## src/sv/dbpp_pkg.sv

```systemverilog
package dbpp_pkg;

   // Field widths fixed by the interface.
   localparam int COUNT_W     = 10;
   localparam int TIME_W      = 10;
   localparam int ROAD_W      = 2;
   localparam int FIELD_COUNT = 4;

   // Product of a count and the cycle time, and the divider step counter.
   localparam int PROD_W    = COUNT_W + TIME_W;
   localparam int DIV_CNT_W = $clog2(PROD_W);

   localparam logic [TIME_W-1:0] TIME_MAX = {TIME_W{1'b1}};

   localparam int DEFAULT_ROAD_COUNT = 4;

   // Configuration port.
   localparam int CSR_ADDR_W = 4;
   localparam int CSR_DATA_W = 32;

   localparam logic [1:0] REG_ADAPTIVE_MODE = 2'd0;
   localparam logic [1:0] REG_CYCLE_SECONDS = 2'd1;
   localparam logic [1:0] REG_MIN_GREEN     = 2'd2;
   localparam logic [1:0] REG_FIXED_GREEN   = 2'd3;

   // Register reset values.
   localparam logic              ADAPTIVE_RESET    = 1'b1;
   localparam logic [TIME_W-1:0] CYCLE_RESET       = 10'd120;
   localparam logic [TIME_W-1:0] MIN_GREEN_RESET   = 10'd5;
   localparam logic [TIME_W-1:0] FIXED_GREEN_RESET = 10'd30;

endpackage

```

## src/sv/density_based_signal_phase_picker_core.sv

```systemverilog
// Channel   Direction  Handshake                        Payload
// req       in         req_valid / req_ready            four road counts, 10 bits each
// rsp       out        rsp_valid / rsp_ready            ended road and count, next road and time
// csr       in/out     csr_psel, csr_penable, csr_pwrite register write and read, 32-bit data
//
// One phase-end event is taken at a time. A fixed-mode event runs the road scan (one road a
// cycle) and then loads its result; an adaptive event runs the road scan, the multiply, the
// 20-step restoring divider and the saturation step before its result is loaded.
// A new event is taken while the previous result still waits on rsp; the next result waits
// for that transfer before it is loaded. Reset is synchronous and active high; it restores the
// registers, road 0 green and served, and a last green time of zero. No clearing pass is needed.
module density_based_signal_phase_picker_core #(
   parameter int ROAD_COUNT = dbpp_pkg::DEFAULT_ROAD_COUNT
) (
   input  logic                                 clock,
   input  logic                                 reset,
   // Phase-end events
   input  logic                                 req_valid,
   output logic                                 req_ready,
   input  logic [dbpp_pkg::COUNT_W-1:0]         req_count_north,
   input  logic [dbpp_pkg::COUNT_W-1:0]         req_count_east,
   input  logic [dbpp_pkg::COUNT_W-1:0]         req_count_south,
   input  logic [dbpp_pkg::COUNT_W-1:0]         req_count_west,
   // Phase decisions
   output logic                                 rsp_valid,
   input  logic                                 rsp_ready,
   output logic [dbpp_pkg::ROAD_W-1:0]          rsp_ended_road,
   output logic [dbpp_pkg::COUNT_W-1:0]         rsp_ended_road_count,
   output logic [dbpp_pkg::ROAD_W-1:0]          rsp_next_green_road,
   output logic [dbpp_pkg::TIME_W-1:0]          rsp_green_seconds,
   // Register port
   input  logic                                 csr_psel,
   input  logic                                 csr_penable,
   input  logic                                 csr_pwrite,
   input  logic [dbpp_pkg::CSR_ADDR_W-1:0]      csr_paddr,
   input  logic [dbpp_pkg::CSR_DATA_W-1:0]      csr_pwdata,
   output logic [dbpp_pkg::CSR_DATA_W-1:0]      csr_prdata,
   output logic                                 csr_pready
);
   import dbpp_pkg::*;

   localparam int IDX_W = $clog2(ROAD_COUNT);
   localparam int SUM_W = $clog2(ROAD_COUNT * ((1 << COUNT_W) - 1) + 2);

   typedef enum logic [2:0] {
      ST_IDLE,
      ST_SCAN,
      ST_MUL,
      ST_DIV,
      ST_SAT,
      ST_OUTPUT
   } state_type;

   // Registers.
   state_type            state_ff, state_in;
   logic                 adaptive_ff, adaptive_in;
   logic [TIME_W-1:0]    cycle_ff, cycle_in;
   logic [TIME_W-1:0]    min_green_ff, min_green_in;
   logic [TIME_W-1:0]    fixed_green_ff, fixed_green_in;
   logic [IDX_W-1:0]     current_green_ff, current_green_in;
   logic [ROAD_COUNT-1:0] served_ff, served_in;
   logic [TIME_W-1:0]    last_green_ff, last_green_in;
   logic                 rsp_valid_ff, rsp_valid_in;

   logic [COUNT_W-1:0]   cnt_ff [ROAD_COUNT];
   logic [COUNT_W-1:0]   cnt_in [ROAD_COUNT];
   logic [IDX_W-1:0]     idx_ff, idx_in;
   logic [SUM_W-1:0]     sum_ff, sum_in;
   logic                 found_ff, found_in;
   logic [IDX_W-1:0]     pick_ff, pick_in;
   logic [COUNT_W-1:0]   best_ff, best_in;
   logic [PROD_W-1:0]    dvd_ff, dvd_in;
   logic [SUM_W-1:0]     rem_ff, rem_in;
   logic [DIV_CNT_W-1:0] div_cnt_ff, div_cnt_in;
   logic [TIME_W-1:0]    time_ff, time_in;
   logic [IDX_W-1:0]     ended_ff, ended_in;
   logic [COUNT_W-1:0]   ended_count_ff, ended_count_in;

   logic [ROAD_W-1:0]    rsp_ended_ff, rsp_ended_in;
   logic [COUNT_W-1:0]   rsp_ended_count_ff, rsp_ended_count_in;
   logic [ROAD_W-1:0]    rsp_next_ff, rsp_next_in;
   logic [TIME_W-1:0]    rsp_time_ff, rsp_time_in;

   // Combinational helpers.
   logic [COUNT_W-1:0]   field_count [FIELD_COUNT];
   logic [COUNT_W-1:0]   raw_count [ROAD_COUNT];
   logic [COUNT_W-1:0]   ended_raw;
   logic [COUNT_W-1:0]   ended_reduced;
   logic                 req_fire;
   logic                 csr_write;
   logic [1:0]           csr_index;
   logic [COUNT_W-1:0]   scan_count;
   logic                 scan_take;
   logic [PROD_W-1:0]    product;
   logic [SUM_W:0]       div_trial;
   logic [SUM_W:0]       div_diff;
   logic                 div_bit;
   logic [IDX_W+ROAD_W-1:0] ended_wide;
   logic [IDX_W+ROAD_W-1:0] pick_wide;

   assign field_count[0] = req_count_north;
   assign field_count[1] = req_count_east;
   assign field_count[2] = req_count_south;
   assign field_count[3] = req_count_west;

   // Roads beyond the four detector fields always see an empty approach.
   for (genvar g = 0; g < ROAD_COUNT; g++) begin : g_raw
      if (g < FIELD_COUNT) begin : g_field
         assign raw_count[g] = field_count[g];
      end else begin : g_empty
         assign raw_count[g] = '0;
      end
   end

   assign req_ready  = (state_ff == ST_IDLE);
   assign req_fire   = req_valid && req_ready;
   assign csr_pready = 1'b1;
   assign csr_write  = csr_psel && csr_penable && csr_pwrite;
   assign csr_index  = csr_paddr[3:2];

   // The road whose green ended loses as many vehicles as it had seconds of green.
   assign ended_raw     = raw_count[current_green_ff];
   assign ended_reduced = (ended_raw > last_green_ff) ? (ended_raw - last_green_ff) : '0;

   // Scan step: the first unserved road is taken in either mode, and in adaptive mode a
   // strictly larger count replaces it, so ties go to the lower index.
   assign scan_count = cnt_ff[idx_ff];
   assign scan_take  = !served_ff[idx_ff] &&
                       (!found_ff || (adaptive_ff && (scan_count > best_ff)));

   assign product = best_ff * cycle_ff;

   // Restoring divider step; sum_ff already holds one plus the sum of counts.
   assign div_trial = {rem_ff, dvd_ff[PROD_W-1]};
   assign div_diff  = div_trial - {1'b0, sum_ff};
   assign div_bit   = !div_diff[SUM_W];

   assign ended_wide = {{ROAD_W{1'b0}}, ended_ff};
   assign pick_wide  = {{ROAD_W{1'b0}}, pick_ff};

   always_comb begin
      state_in           = state_ff;
      adaptive_in        = adaptive_ff;
      cycle_in           = cycle_ff;
      min_green_in       = min_green_ff;
      fixed_green_in     = fixed_green_ff;
      current_green_in   = current_green_ff;
      served_in          = served_ff;
      last_green_in      = last_green_ff;
      rsp_valid_in       = rsp_valid_ff;
      cnt_in             = cnt_ff;
      idx_in             = idx_ff;
      sum_in             = sum_ff;
      found_in           = found_ff;
      pick_in            = pick_ff;
      best_in            = best_ff;
      dvd_in             = dvd_ff;
      rem_in             = rem_ff;
      div_cnt_in         = div_cnt_ff;
      time_in            = time_ff;
      ended_in           = ended_ff;
      ended_count_in     = ended_count_ff;
      rsp_ended_in       = rsp_ended_ff;
      rsp_ended_count_in = rsp_ended_count_ff;
      rsp_next_in        = rsp_next_ff;
      rsp_time_in        = rsp_time_ff;

      if (rsp_valid_ff && rsp_ready) begin
         rsp_valid_in = 1'b0;
      end

      if (csr_write) begin
         case (csr_index)
            REG_ADAPTIVE_MODE: adaptive_in    = csr_pwdata[0];
            REG_CYCLE_SECONDS: cycle_in       = csr_pwdata[TIME_W-1:0];
            REG_MIN_GREEN:     min_green_in   = csr_pwdata[TIME_W-1:0];
            REG_FIXED_GREEN:   fixed_green_in = csr_pwdata[TIME_W-1:0];
            default: ;
         endcase
      end

      case (state_ff)
         ST_IDLE: begin
            if (req_fire) begin
               for (int i = 0; i < ROAD_COUNT; i++) begin
                  cnt_in[i] = (IDX_W'(i) == current_green_ff) ? ended_reduced : raw_count[i];
               end
               ended_in       = current_green_ff;
               ended_count_in = ended_reduced;
               if (&served_ff) begin
                  served_in = '0;
               end
               idx_in   = '0;
               sum_in   = SUM_W'(1);
               found_in = 1'b0;
               pick_in  = '0;
               best_in  = '0;
               state_in = ST_SCAN;
            end
         end
         ST_SCAN: begin
            sum_in = sum_ff + SUM_W'(scan_count);
            if (scan_take) begin
               found_in = 1'b1;
               pick_in  = idx_ff;
               best_in  = scan_count;
            end
            idx_in = idx_ff + 1'b1;
            if (idx_ff == IDX_W'(ROAD_COUNT - 1)) begin
               if (adaptive_ff) begin
                  state_in = ST_MUL;
               end else begin
                  time_in  = fixed_green_ff;
                  state_in = ST_OUTPUT;
               end
            end
         end
         ST_MUL: begin
            dvd_in     = product;
            rem_in     = '0;
            div_cnt_in = '0;
            state_in   = ST_DIV;
         end
         ST_DIV: begin
            rem_in     = div_bit ? div_diff[SUM_W-1:0] : div_trial[SUM_W-1:0];
            dvd_in     = {dvd_ff[PROD_W-2:0], div_bit};
            div_cnt_in = div_cnt_ff + 1'b1;
            if (div_cnt_ff == DIV_CNT_W'(PROD_W - 1)) begin
               state_in = ST_SAT;
            end
         end
         ST_SAT: begin
            if (dvd_ff < PROD_W'(min_green_ff)) begin
               time_in = min_green_ff;
            end else if (dvd_ff > PROD_W'(TIME_MAX)) begin
               time_in = TIME_MAX;
            end else begin
               time_in = dvd_ff[TIME_W-1:0];
            end
            state_in = ST_OUTPUT;
         end
         ST_OUTPUT: begin
            if (!rsp_valid_ff || rsp_ready) begin
               rsp_valid_in       = 1'b1;
               rsp_ended_in       = ended_wide[ROAD_W-1:0];
               rsp_ended_count_in = ended_count_ff;
               rsp_next_in        = pick_wide[ROAD_W-1:0];
               rsp_time_in        = time_ff;
               current_green_in   = pick_ff;
               served_in          = served_ff | (ROAD_COUNT'(1) << pick_ff);
               last_green_in      = time_ff;
               state_in           = ST_IDLE;
            end
         end
         default: begin
            state_in = ST_IDLE;
         end
      endcase
   end

   always_ff @(posedge clock) begin
      if (reset) begin
         state_ff         <= ST_IDLE;
         adaptive_ff      <= ADAPTIVE_RESET;
         cycle_ff         <= CYCLE_RESET;
         min_green_ff     <= MIN_GREEN_RESET;
         fixed_green_ff   <= FIXED_GREEN_RESET;
         current_green_ff <= '0;
         served_ff        <= ROAD_COUNT'(1);
         last_green_ff    <= '0;
         rsp_valid_ff     <= 1'b0;
      end else begin
         state_ff         <= state_in;
         adaptive_ff      <= adaptive_in;
         cycle_ff         <= cycle_in;
         min_green_ff     <= min_green_in;
         fixed_green_ff   <= fixed_green_in;
         current_green_ff <= current_green_in;
         served_ff        <= served_in;
         last_green_ff    <= last_green_in;
         rsp_valid_ff     <= rsp_valid_in;
      end
      cnt_ff             <= cnt_in;
      idx_ff             <= idx_in;
      sum_ff             <= sum_in;
      found_ff           <= found_in;
      pick_ff            <= pick_in;
      best_ff            <= best_in;
      dvd_ff             <= dvd_in;
      rem_ff             <= rem_in;
      div_cnt_ff         <= div_cnt_in;
      time_ff            <= time_in;
      ended_ff           <= ended_in;
      ended_count_ff     <= ended_count_in;
      rsp_ended_ff       <= rsp_ended_in;
      rsp_ended_count_ff <= rsp_ended_count_in;
      rsp_next_ff        <= rsp_next_in;
      rsp_time_ff        <= rsp_time_in;
   end

   // Register read-back, zero-extended to the bus.
   always_comb begin
      case (csr_index)
         REG_ADAPTIVE_MODE: csr_prdata = CSR_DATA_W'(adaptive_ff);
         REG_CYCLE_SECONDS: csr_prdata = CSR_DATA_W'(cycle_ff);
         REG_MIN_GREEN:     csr_prdata = CSR_DATA_W'(min_green_ff);
         REG_FIXED_GREEN:   csr_prdata = CSR_DATA_W'(fixed_green_ff);
         default:           csr_prdata = '0;
      endcase
   end

   assign rsp_valid            = rsp_valid_ff;
   assign rsp_ended_road       = rsp_ended_ff;
   assign rsp_ended_road_count = rsp_ended_count_ff;
   assign rsp_next_green_road  = rsp_next_ff;
   assign rsp_green_seconds    = rsp_time_ff;

endmodule

```

## config.mk

```make
export PLATFORM = sky130hd
export DESIGN_NAME = density_based_signal_phase_picker_core
export DESIGN_NICKNAME = d
export VERILOG_FILES = /design/src/sv/dbpp_pkg.sv /design/src/sv/density_based_signal_phase_picker_core.sv
export SDC_FILE = /design/constraint.sdc
export NUM_CORES = 1
export LEC_CHECK = 0
export BUFFER_PORTS_ARGS = -buffer_cell sky130_fd_sc_hd__buf_2
export CAP_MARGIN = 20
export CORE_MARGIN = 4
export CORE_UTILIZATION = 60
export DETAILED_ROUTE_END_ITERATION = 10
export PLACE_DENSITY = 0.79
export SYNTH_ARGS = -nofsm -noshare
export SYNTH_HDL_FRONTEND = slang
export SYNTH_SLANG_ARGS = --single-unit
```

## constraint.sdc

```tcl
create_clock -name clock -period 15.75 [get_ports clock]
set_input_delay 3.15 -clock clock [delete_from_list [all_inputs] [get_ports clock]]
set_output_delay 3.15 -clock clock [all_outputs]
set_load 0.01 [all_outputs]
```

==> results_dict.tcl, run 1 <==
set metrics [dict create \
    power_switching_mw 1.22 \
    max_slew_margin 0.398 \
    worst_pin_slew_ps 903 \
    cp.required_ps 12600 \
    numCtsBuffers 23 \
    endpoint_kind "primary output" \
    finalNonFillerCells 1847 \
    drtIter0Drc 887 \
    dr_total_vias 10900 \
    min_path_type "reg -> reg" \
    place_congestion 0.901 \
    drt_pre_antenna_iters 5 \
    coreArea_sq_um 23400 \
    dp.cells 1802 \
    die_area_sq_um 26300 \
    crit_type "in -> out" \
    dieHeight_microns 162 \
    place_hpwl_microns 24300 \
    htree_levels 1 \
    clkTransAtPathRegs_ps 60 \
    synth_area_leaders "edfxtp_1, ha_1, fa_1, dfxtp_1, nand2_1" \
    post_cts_buffers 0 \
    cts.sinks 201 \
    p_int_mw 1.72 \
    max_freq_ghz 0.131 \
    grt-ovfl-total 0 \
    grt.total_usage 0.253 \
    placed_cell_area_sq_um 14800 \
    p_leak_nw 6.58 \
    cts_resized 0 \
    grt_pass1_wl_microns 54200 \
    drc 0 \
    synth-edff-count 150 \
    grt_pass1_vias 10500 \
    drv_slew 0 \
    synth_seq_area_share 0.387 \
    seqPwrFrac 0.269 \
    hold_viol_final 0 \
    maxCapViolations 0 \
    post-route-cell-area_sq_um 15600 \
    antenna_found_initial 1 \
    yosys.area.top_type "edfxtp_1" \
    root_buffer "clkbuf_16" \
    post-place-ws_ps 8130 \
    cts_tree "done" \
    synthesis.area_sq_um 14300 \
    layout.nets 1766 \
    critPathMaxFanout 25 \
    peakVddDrop_v 0.000141 \
    critPathLaunchType "input pin" \
    holdWs_ps 427 \
    p_per_area_nw_per_um2 188 \
    p_clk_frac 0.184 \
    hold_buffers 0 \
    dr_wl_met2_microns 16000 \
    postSynthCellCount 1456 \
    postRouteAntennaNets 0 \
    period_share 0.484 \
    portBuffers 94 \
    pin_count 142 \
    syn_avg_cell_area_sq_um 9.80 \
    grt_setup_unrepaired "false" \
    power_frac_comb 0.547 \
    status "finished, final reports clean" \
    synth_cell_types 73 \
    swShare 0.416 \
    tns_ps 0 \
    dr_wl_met3_microns 2190 \
    setup_slack_ps 8120 \
    initial_core_util 0.609 \
    yosysTopAreaCellShare 0.316 \
    worstPathArrival_ps 4480 \
    area_growth_pct 9.55 \
    drt_wl_total_microns 33300 \
    row_count 56 \
    period_needed_ps 7630 \
    grt_max_degree 54 \
    final-setup-viol-count 0 \
    wl_met1_microns 14100 \
    die_w_microns 162 \
    ys_ff_latch 201 \
    clkLatencyLatePin_ps 520 \
    drive_above_1_share 0.120 \
    async_flop_share 0 \
    yosysWarnings 0 \
    routedWlPerCell_microns 18.0 \
    synth-main-ff-cell "edfxtp_1" \
    cts_buffer_depth 3 \
    detail_route.vias_per_cell 5.90 \
    maxUsedRoutingLayer "met4" \
    clock_skew_ps 17.9 \
]
## routing by layer
| layer | track usage | vias to the layer above |
|---|---|---|
| li1 | - | 5174 |
| met1 | 0.347 | 5254 |
| met2 | 0.418 | 407 |
| met3 | 0.0360 | 61 |
| met4 | 0.0838 | 0 |
| met5 | 0 | - |
## power by group through the flow
stage	registers, mW	logic (mW)	clock network, mW
after detailed placement	0.801	1.58	0
after floorplan	0.744	1.30	0
after global placement	0.797	1.54	0
final	0.791	1.61	0.543
after CTS	0.791	1.61	0.549
after global routing	0.799	1.84	0.573
## cell usage after synthesis, types with 12 or more instances
library cell and n:
buf_4 24, nand3b_1 12, nor3_1 23, nor2b_1 12, dfxtp_1 51, o21a_1 15, a21oi_1 88, and2_1 85
a21o_1 13, inv_1 124, nor2_1 75, nand3_1 20, xnor2_1 16, clkbuf_1 55, a211oi_1 36, nand2_1 220
mux4_2 22, fa_1 65, o21ai_0 82, ha_1 108, edfxtp_1 150
## layout by cell type, fill, tap and decap left out, types with 12 or more instances in the layout
cell       count
nor2_1        75
nor3_1        23
nand2_1      220
a21o_1        13
clkbuf_16     24
fa_1          65
mux4_2        22
inv_1        123
dfxtp_1       51
nand3b_1      12
a21oi_1       88
conb_1        23
ha_1         108
xnor2_1       16
buf_2         94
o21ai_0       82
a211oi_1      36
edfxtp_1     150
nand3_1       20
o21a_1        15
and2_1        85
## per-stage QoR
| step | util | total power, mW |
|---|---|---|
| 2_1_floorplan | - | 2.04 |
| 3_3_place_gp | 0.633 | 2.34 |
| 3_5_place_dp | 0.633 | 2.38 |
| 4_1_cts | 0.666 | 2.95 |
| 5_1_grt | 0.668 | 3.21 |
| 6_report | 0.668 | 2.94 |
## layout make-up
| class | instances | area (sq um) |
|---|---|---|
| well taps | 319 | 399 |
| inverters | 124 | 465 |
| clock buffers | 33 | 684 |
| multi-input cells | 1059 | 7910 |
| clock inverters | 9 | 93.8 |
| fillers | 1806 | 7780 |
| diodes | 1 | 2.50 |
| flip-flops and latches | 201 | 5530 |
| repair buffers | 101 | 548 |
## logic make-up (layout without fill, tap and decap cells)
logic type	count (synthesis)	count (layout)	synth area share
AOI/OAI and AO/OA	316	316	0.143
other	2	24	0.000527
muxes	28	28	0.0390
DFF	201	201	0.387
and+or+nand+nor	494	494	0.164
xor gates and xnor gates	25	25	0.0154
buffers and inverters	217	267	0.0643
adders and majority gates	173	173	0.186
## sequential cells by signal, indices dropped and copies added, names as in the netlist, 3 cells and up
signal and count:
best_ff 10, cnt_ff 40, cycle_ff 10, div_cnt_ff 5, dvd_ff 20, ended_count_ff 10, fixed_green_ff 10, last_green_ff 10
min_green_ff 10, rem_ff 12, rsp_ended_road_count 10, rsp_green_seconds 10, served_ff 4, state_ff 3, sum_ff 12, time_ff 10
## path summary, 6_finish.rpt
kind / startpoint / endpoint / slack [ps] / cells past startpoint
worst max register to register: best_ff[1]$_SDFFCE_PN0P_ / dvd_ff[15]$_DFFE_PP_ / 10190 / 16
worst min register to register: ended_count_ff[0]$_DFFE_PP_ / rsp_ended_road_count[0]$_DFFE_PP_ / 430 / 0
worst min-delay path: ended_count_ff[0]$_DFFE_PP_ / rsp_ended_road_count[0]$_DFFE_PP_ / 430 / 0
worst max-delay path: csr_paddr[2] / csr_prdata[5] / 8120 / 4
## worst max-delay path: stages
cell and delay [ps]:
buf_2 310, nor2b_1 630, a22o_1 250, buf_2 130
Note: power is estimated with default switching activity, not from simulation.
==> inputs of run 2 (changes only) <==
--- a/config.mk
+++ b/config.mk
@@ -5,12 +5,13 @@
 export SDC_FILE = /design/constraint.sdc
 export NUM_CORES = 1
 export LEC_CHECK = 0
+export ABC_AREA = 1
 export BUFFER_PORTS_ARGS = -buffer_cell sky130_fd_sc_hd__buf_2
 export CAP_MARGIN = 20
 export CORE_MARGIN = 4
-export CORE_UTILIZATION = 60
+export CORE_UTILIZATION = 55
 export DETAILED_ROUTE_END_ITERATION = 10
-export PLACE_DENSITY = 0.79
+export PLACE_DENSITY = 0.76
 export SYNTH_ARGS = -nofsm -noshare
 export SYNTH_HDL_FRONTEND = slang
 export SYNTH_SLANG_ARGS = --single-unit
==> constraint.sdc (replaced) <==
create_clock -name clock -period 6.2 [get_ports clock]
set_input_delay 1.24 -clock clock [delete_from_list [all_inputs] [get_ports clock]]
set_output_delay 1.24 -clock clock [all_outputs]
set_load 0.01 [all_outputs]
==> run 2 against run 1 <==
Core utilization is 5.2 points lower; critical path depth grew 17; final cell count grew 24%; synthesized cell count increased by 29%; global-route usage decreased by 0.63 points; clock-buffer cell count fell by 6; power rose by 140%; area after synthesis is 4.0% higher; non-clock buffer count grew 3; clock skew up 2.4 ps; critical path type is now reg -> reg.
==> results_dict.tcl, run 2 <==
set metrics [dict create \
    yosysTopAreaCellShare 0.304 \
    drtIter0Drc 1085 \
    setup_slack_ps 1080 \
    area_growth_pct 9.03 \
    seqCellArea_sq_um 5530 \
    post-place-ws_ps 1120 \
    crit_start "best_ff[6]$_SDFFCE_PN0P_" \
    portBuffers 94 \
    critPathMaxFanout 11 \
    syn_avg_cell_area_sq_um 7.89 \
    drc 0 \
    async_flop_share 0 \
    timing.rr.end "dvd_ff[15]$_DFFE_PP_" \
    mostFrequentLayoutCell "nand2_1" \
    reg2reg_slack_ps 1080 \
    root_buffer "clkbuf_16" \
    synth_cell_types 47 \
    power_switching_mw 3.09 \
    min_path_type "reg -> reg" \
    synth_area_leaders "edfxtp_1, nand2_1, ha_1, fa_1, inv_1" \
    cp-endpoint "dvd_ff[15]$_DFFE_PP_" \
    max_freq_ghz 0.195 \
    fillers 2271 \
    die_w_microns 172 \
    regMostFlops "cnt_ff" \
    final-setup-viol-count 0 \
    drt_wl_total_microns 36400 \
    endpoint_kind "flip-flop" \
    period_needed_ps 5120 \
    numCtsBuffers 23 \
    maxCapViolations 0 \
    hold_viol_final 0 \
    grt-ovfl-total 0 \
    cts_resized 0 \
    cts_buffer_depth 3 \
    seqPwrFrac 0.275 \
    layout_common_cells "nand2_1, inv_1, nor2_1, edfxtp_1, ha_1" \
    dr_total_vias 12400 \
    p_leak_nw 8.00 \
    period_share 0.826 \
    htree_levels 1 \
    swShare 0.442 \
    cp.required_ps 6470 \
    post_cts_buffers 0 \
    synth_common_cells "nand2_1, inv_1, nor2_1, edfxtp_1, ha_1" \
    synth-main-ff-cell "edfxtp_1" \
    detail_route.vias_per_cell 5.38 \
    grt_pass1_vias 11900 \
    synth_seq_area_share 0.372 \
    worstPathArrival_ps 5390 \
    finalNonFillerCells 2299 \
    layout.nets 2202 \
    critPathLaunchType "flip-flop" \
    place_hpwl_microns 27600 \
    crit_type "reg -> reg" \
    max_slew_margin 0.294 \
    cts_tree "done" \
    synthesis.area_sq_um 14800 \
    drive_above_1_share 0.0942 \
    cts.sinks 201 \
    grt_setup_unrepaired "false" \
    grt_pass1_wl_microns 59200 \
    p_per_area_nw_per_um2 432 \
    postRouteAntennaNets 0 \
    coreArea_sq_um 26300 \
    reg2reg_depth 21 \
    multi_input_comb_area_sq_um 7860 \
    postSynthCellCount 1880 \
    reg_top3 "cnt_ff: 40 flops, dvd_ff: 20 flops" \
    finalPower_mw 6.98 \
    p_clk_frac 0.189 \
    ys_ff_latch 201 \
    dp.cells 2255 \
    antenna_found_initial 1 \
    yosys.area.top_type "edfxtp_1" \
    drt_pre_antenna_iters 6 \
    clkTransAtPathRegs_ps 60 \
    peakVddDrop_v 0.000345 \
    initial_core_util 0.565 \
    dieHeight_microns 172 \
    yosysWarnings 0 \
    routedWlPerCell_microns 15.8 \
    status "finished, final reports clean" \
    place_congestion 0.978 \
    worst_pin_slew_ps 1060 \
    clkLatencyLatePin_ps 520 \
    synth-edff-count 150 \
    clock_skew_ps 20.3 \
    die_area_sq_um 29700 \
    drv_slew 0 \
    tns_ps 0 \
    largest_register_ffs 40 \
    hold_buffers 0 \
    r2r_start "best_ff[6]$_SDFFCE_PN0P_" \
    hold_start "ended_count_ff[7]$_DFFE_PP_" \
    power_frac_comb 0.536 \
    pin_count 142 \
    holdWs_ps 416 \
    grt_max_degree 54 \
    row_count 59 \
    yosysMostFrequentCell "nand2_1" \
    p_int_mw 3.90 \
    grt.total_usage 0.246 \
]
-- run 2: layout make-up --
class | instances | share of cell area
multi-input cells | 1323 | 0.486
repair buffers | 104 | 0.0337
clock inverters | 15 | 0.00719
diodes | 1 | 0.000155
inverters | 293 | 0.0681
flip-flops and latches | 201 | 0.342
clock buffers | 27 | 0.0377
well taps | 335 | 0.0259
-- run 2: worst min-delay path by stage --
| stage | endpoint | slack (ps) | cells after the start |
|---|---|---|---|
| after floorplan | rsp_ended_road[0]$_DFFE_PP_ | 400 | 0 |
| after global placement | rsp_ended_road_count[0]$_DFFE_PP_ | 400 | 0 |
| after detailed placement | rsp_ended_road_count[8]$_DFFE_PP_ | 410 | 0 |
| after CTS | rsp_ended_road_count[7]$_DFFE_PP_ | 420 | 0 |
| after global routing | rsp_ended_road_count[6]$_DFFE_PP_ | 420 | 0 |
| final | rsp_ended_road_count[7]$_DFFE_PP_ | 420 | 0 |
-- run 2: kinds of logic (layout without fill, tap and decap cells) --
group                    count (synthesis)  after routing  share of synthesized area
AO/OA/AOI/OAI                          240            240                     0.0903
XOR/XNOR                                21             21                     0.0124
adder cells (fa/ha/maj)                173            173                      0.179
buffers and inverters                  377            439                      0.104
flip-flops                             201            201                      0.372
other                                    2             24                   0.000506
AND/OR/NAND/NOR                        866            866                      0.241
-- run 2: worst max-delay path, cell delays in order (launching register included) --
cell and delay (ps):
edfxtp_1 690, nand2_1 160, fa_1 530, inv_1 50, fa_1 490, inv_1 50, fa_1 470, inv_1 50
fa_1 520, inv_1 50, fa_1 520, inv_1 40, ha_1 340, nand2_1 100, nor2_1 170, nand3_1 90
nand3_1 190, nand2_1 100, nand2_1 70, nand2_1 40, nand3_1 70, nand2_1 60
-- run 2: power by group through the flow --
stage	sequential, mW	combinational [mW]	clock [mW]
floorplan	1.84	2.97	0
detailed placement	1.94	3.69	0
global route	1.94	4.35	1.39
CTS	1.92	3.72	1.33
global placement	1.94	3.61	0
finish	1.92	3.75	1.32
-- run 2: metrics by stage --
step / cell area (sq um) / utilization
finish: 16200 / 0.616
global route: 16200 / 0.616
CTS: 16200 / 0.615
detailed placement: 15400 / 0.588
global placement: 15400 / 0.588
floorplan: 14900 / -
-- run 2: metal layers --
layer,part of all wire,GRT usage,up-vias
met4,0.027,0.0714,0
met3,0.068,0.0425,63
met2,0.46,0.404,459
li1,-,-,6095
met5,0,0,-
met1,0.44,0.339,5760
==> inputs of run 3 (changes only) <==
==> constraint.sdc (replaced) <==
create_clock -name clock -period 4.1 [get_ports clock]
set_input_delay 0.82 -clock clock [delete_from_list [all_inputs] [get_ports clock]]
set_output_delay 0.82 -clock clock [all_outputs]
set_load 0.01 [all_outputs]
==> run 3 against run 2 <==
The run now ends with setup timing left; cell area grew 7.3%; sequential share of layout area fell by 2.3 points; power is 94% higher; sequential power up 47%; via count rose by 2.7%.
==> results_dict.tcl, run 3 (synthesized netlist as in run 2, its figures left out) <==
set metrics [dict create \
    status "finished, violations left" \
    violations "setup timing" \
    crit_path_max_incr_delay_ps 570 \
    portBuffers 94 \
    clkTransAtPathRegs_ps 60 \
    layout_common_cells "nand2_1, inv_1, nor2_1, edfxtp_1" \
    clkLatencyLatePin_ps 510 \
    hold_buffers 0 \
    period_share 1.13 \
    hold_viol_final 0 \
    dieHeight_microns 172 \
    post-place-ws_ps -541 \
    drt_wl_total_microns 39100 \
    min_path_type "reg -> reg" \
    power_frac_comb 0.643 \
    period_needed_ps 4640 \
    postRouteAntennaNets 0 \
    critPathLaunchType "flip-flop" \
    critPathMaxFanout 8 \
    final-setup-viol-count 14 \
    grt.total_usage 0.265 \
    crit_chain "buf_12 > nand2_4 > fa_1 > fa_1 > inv_2 > fa_1 > fa_1 > inv_2 > fa_1 > inv_2 > ha_4 > a21oi_4 > inv_1 > nor2_1 > nand2_2 > nand2_2 > nand3b_1 > nand3_2 > nand2_1" \
    p_clk_frac 0.149 \
    hold_path_end "rsp_ended_road_count[8]$_DFFE_PP_" \
    grt_pass1_vias 12600 \
    die_area_sq_um 29700 \
    endpoint_kind "flip-flop" \
    max_slew_margin 0.341 \
    reg2reg_depth 19 \
    row_count 59 \
    reg2reg_slack_ps -540 \
    cts_tree "done" \
    maxCapViolations 0 \
    grt_pass1_wl_microns 63000 \
    p_per_area_nw_per_um2 781 \
    htree_levels 1 \
    regMostFlops "cnt_ff" \
    worstPathArrival_ps 4890 \
    crit_top_cell "fa_1" \
    timing.rr.end "dvd_ff[14]$_DFFE_PP_" \
    final_util 0.661 \
    drt_pre_antenna_iters 5 \
    largest_register_ffs 40 \
    crit_slowest_cell "fa_1" \
    clock_skew_ps 21.2 \
    grt_setup_unrepaired "true" \
    p_leak_nw 8.50 \
    power_switching_mw 5.80 \
    drive_above_1_share 0.173 \
    setup_slack_ps -543 \
    antenna_cells 0 \
    area_growth_pct 17.0 \
    p_int_mw 7.76 \
    r2r_start "best_ff[2]$_SDFFCE_PN0P_" \
    initial_core_util 0.565 \
    detail_route.vias_per_cell 5.36 \
    numCtsBuffers 22 \
    grt-ovfl-total 0 \
    worstHoldPathCells 0 \
    antenna_found_initial 0 \
    dr_total_vias 12700 \
    seqPwrFrac 0.208 \
    die_w_microns 172 \
    drc 0 \
    crit_type "reg -> reg" \
    mostFrequentLayoutCell "nand2_1" \
    hold_start "ended_count_ff[8]$_DFFE_PP_" \
    drtIter0Drc 984 \
    drv_slew 0 \
    swShare 0.428 \
    cts.sinks 201 \
    routedWlPerCell_microns 16.5 \
    worst_pin_slew_ps 988 \
    cp.required_ps 4350 \
    coreArea_sq_um 26300 \
    pin_count 142 \
    peakVddDrop_v 0.000800 \
    reg_top3 "cnt_ff: 40 flops, dvd_ff: 20 flops" \
    max_freq_ghz 0.215 \
    grt_max_degree 53 \
    root_buffer "clkbuf_16" \
    place_hpwl_microns 29900 \
    layout.nets 2279 \
    place_congestion 0.943 \
    cts_buffer_depth 3 \
]
-- run 3: final cells by class --
| class | instances | area, sq um |
|---|---|---|
| Sequential cell | 201 | 5540 |
| Tap cell | 335 | 419 |
| Fill cell | 2175 | 8910 |
| Timing Repair Buffer | 182 | 1230 |
| Clock buffer | 27 | 621 |
| Clock inverter | 12 | 120 |
| Multi-Input combinational cell | 1323 | 8330 |
| Inverter | 293 | 1100 |
-- run 3: worst max-delay path by stage --
stage	startpoint	to	slack [ps]	cells after the start
final	best_ff[2]$_SDFFCE_PN0P_	dvd_ff[14]$_DFFE_PP_	-540	19
after global routing	best_ff[2]$_SDFFCE_PN0P_	dvd_ff[14]$_DFFE_PP_	-740	20
after CTS	best_ff[7]$_SDFFCE_PN0P_	dvd_ff[19]$_DFFE_PP_	-500	21
after detailed placement	best_ff[7]$_SDFFCE_PN0P_	dvd_ff[19]$_DFFE_PP_	-540	20
after global placement	best_ff[7]$_SDFFCE_PN0P_	dvd_ff[19]$_DFFE_PP_	-490	21
after floorplan	best_ff[7]$_SDFFCE_PN0P_	dvd_ff[19]$_DFFE_PP_	-240	22
-- run 3: power by group through the flow --
| stage | logic, mW | registers, mW | clock network, mW |
|---|---|---|---|
| finish | 8.72 | 2.82 | 2.02 |
| global route | 9.70 | 2.84 | 2.13 |
| CTS | 7.55 | 2.81 | 2.04 |
| detailed placement | 7.06 | 2.85 | 0 |
| global placement | 6.93 | 2.84 | 0 |
| floorplan | 5.03 | 2.78 | 0 |
-- run 3: worst max-delay path, delay by kind of cell, from the launching register on --
kind,cells,cell delay (ps)
fa+ha+maj,6,2850
compound gates,1,130
flops,1,430
simple gates,7,610
buf+inv,5,350
-- run 3: per-stage QoR --
| stage | hold WS [ps] | power [mW] | setup TNS [ps] | instances | area, sq um |
|---|---|---|---|---|---|
| 3_3_place_gp | 404 | 9.77 | -5840 | 2319 | 16100 |
| 4_1_cts | 423 | 12.4 | -5960 | 2362 | 17000 |
| 6_report | 420 | 13.6 | -6120 | 2373 | 17400 |
| 3_5_place_dp | 408 | 9.91 | -6490 | 2319 | 16100 |
| 2_1_floorplan | 400 | 7.81 | -2070 | 1901 | 15200 |
| 5_1_grt | 431 | 14.7 | -8460 | 2373 | 17400 |
-- run 3: layer usage --
layer | track usage | up-vias | share of wire
met2 | 0.454 | 434 | 0.48
li1 | - | 6245 | -
met5 | 0 | - | 0
met3 | 0.0345 | 85 | 0.058
met4 | 0.0957 | 0 | 0.036
met1 | 0.346 | 5952 | 0.42
-- run 3: what timing repair did --
item                       4_1_cts  5_1_grt
cloned                           0        0
setup buffers                    4       11
setup endpoints to repair       15       15
gates resized for setup         28       69
pin swaps                       25       41
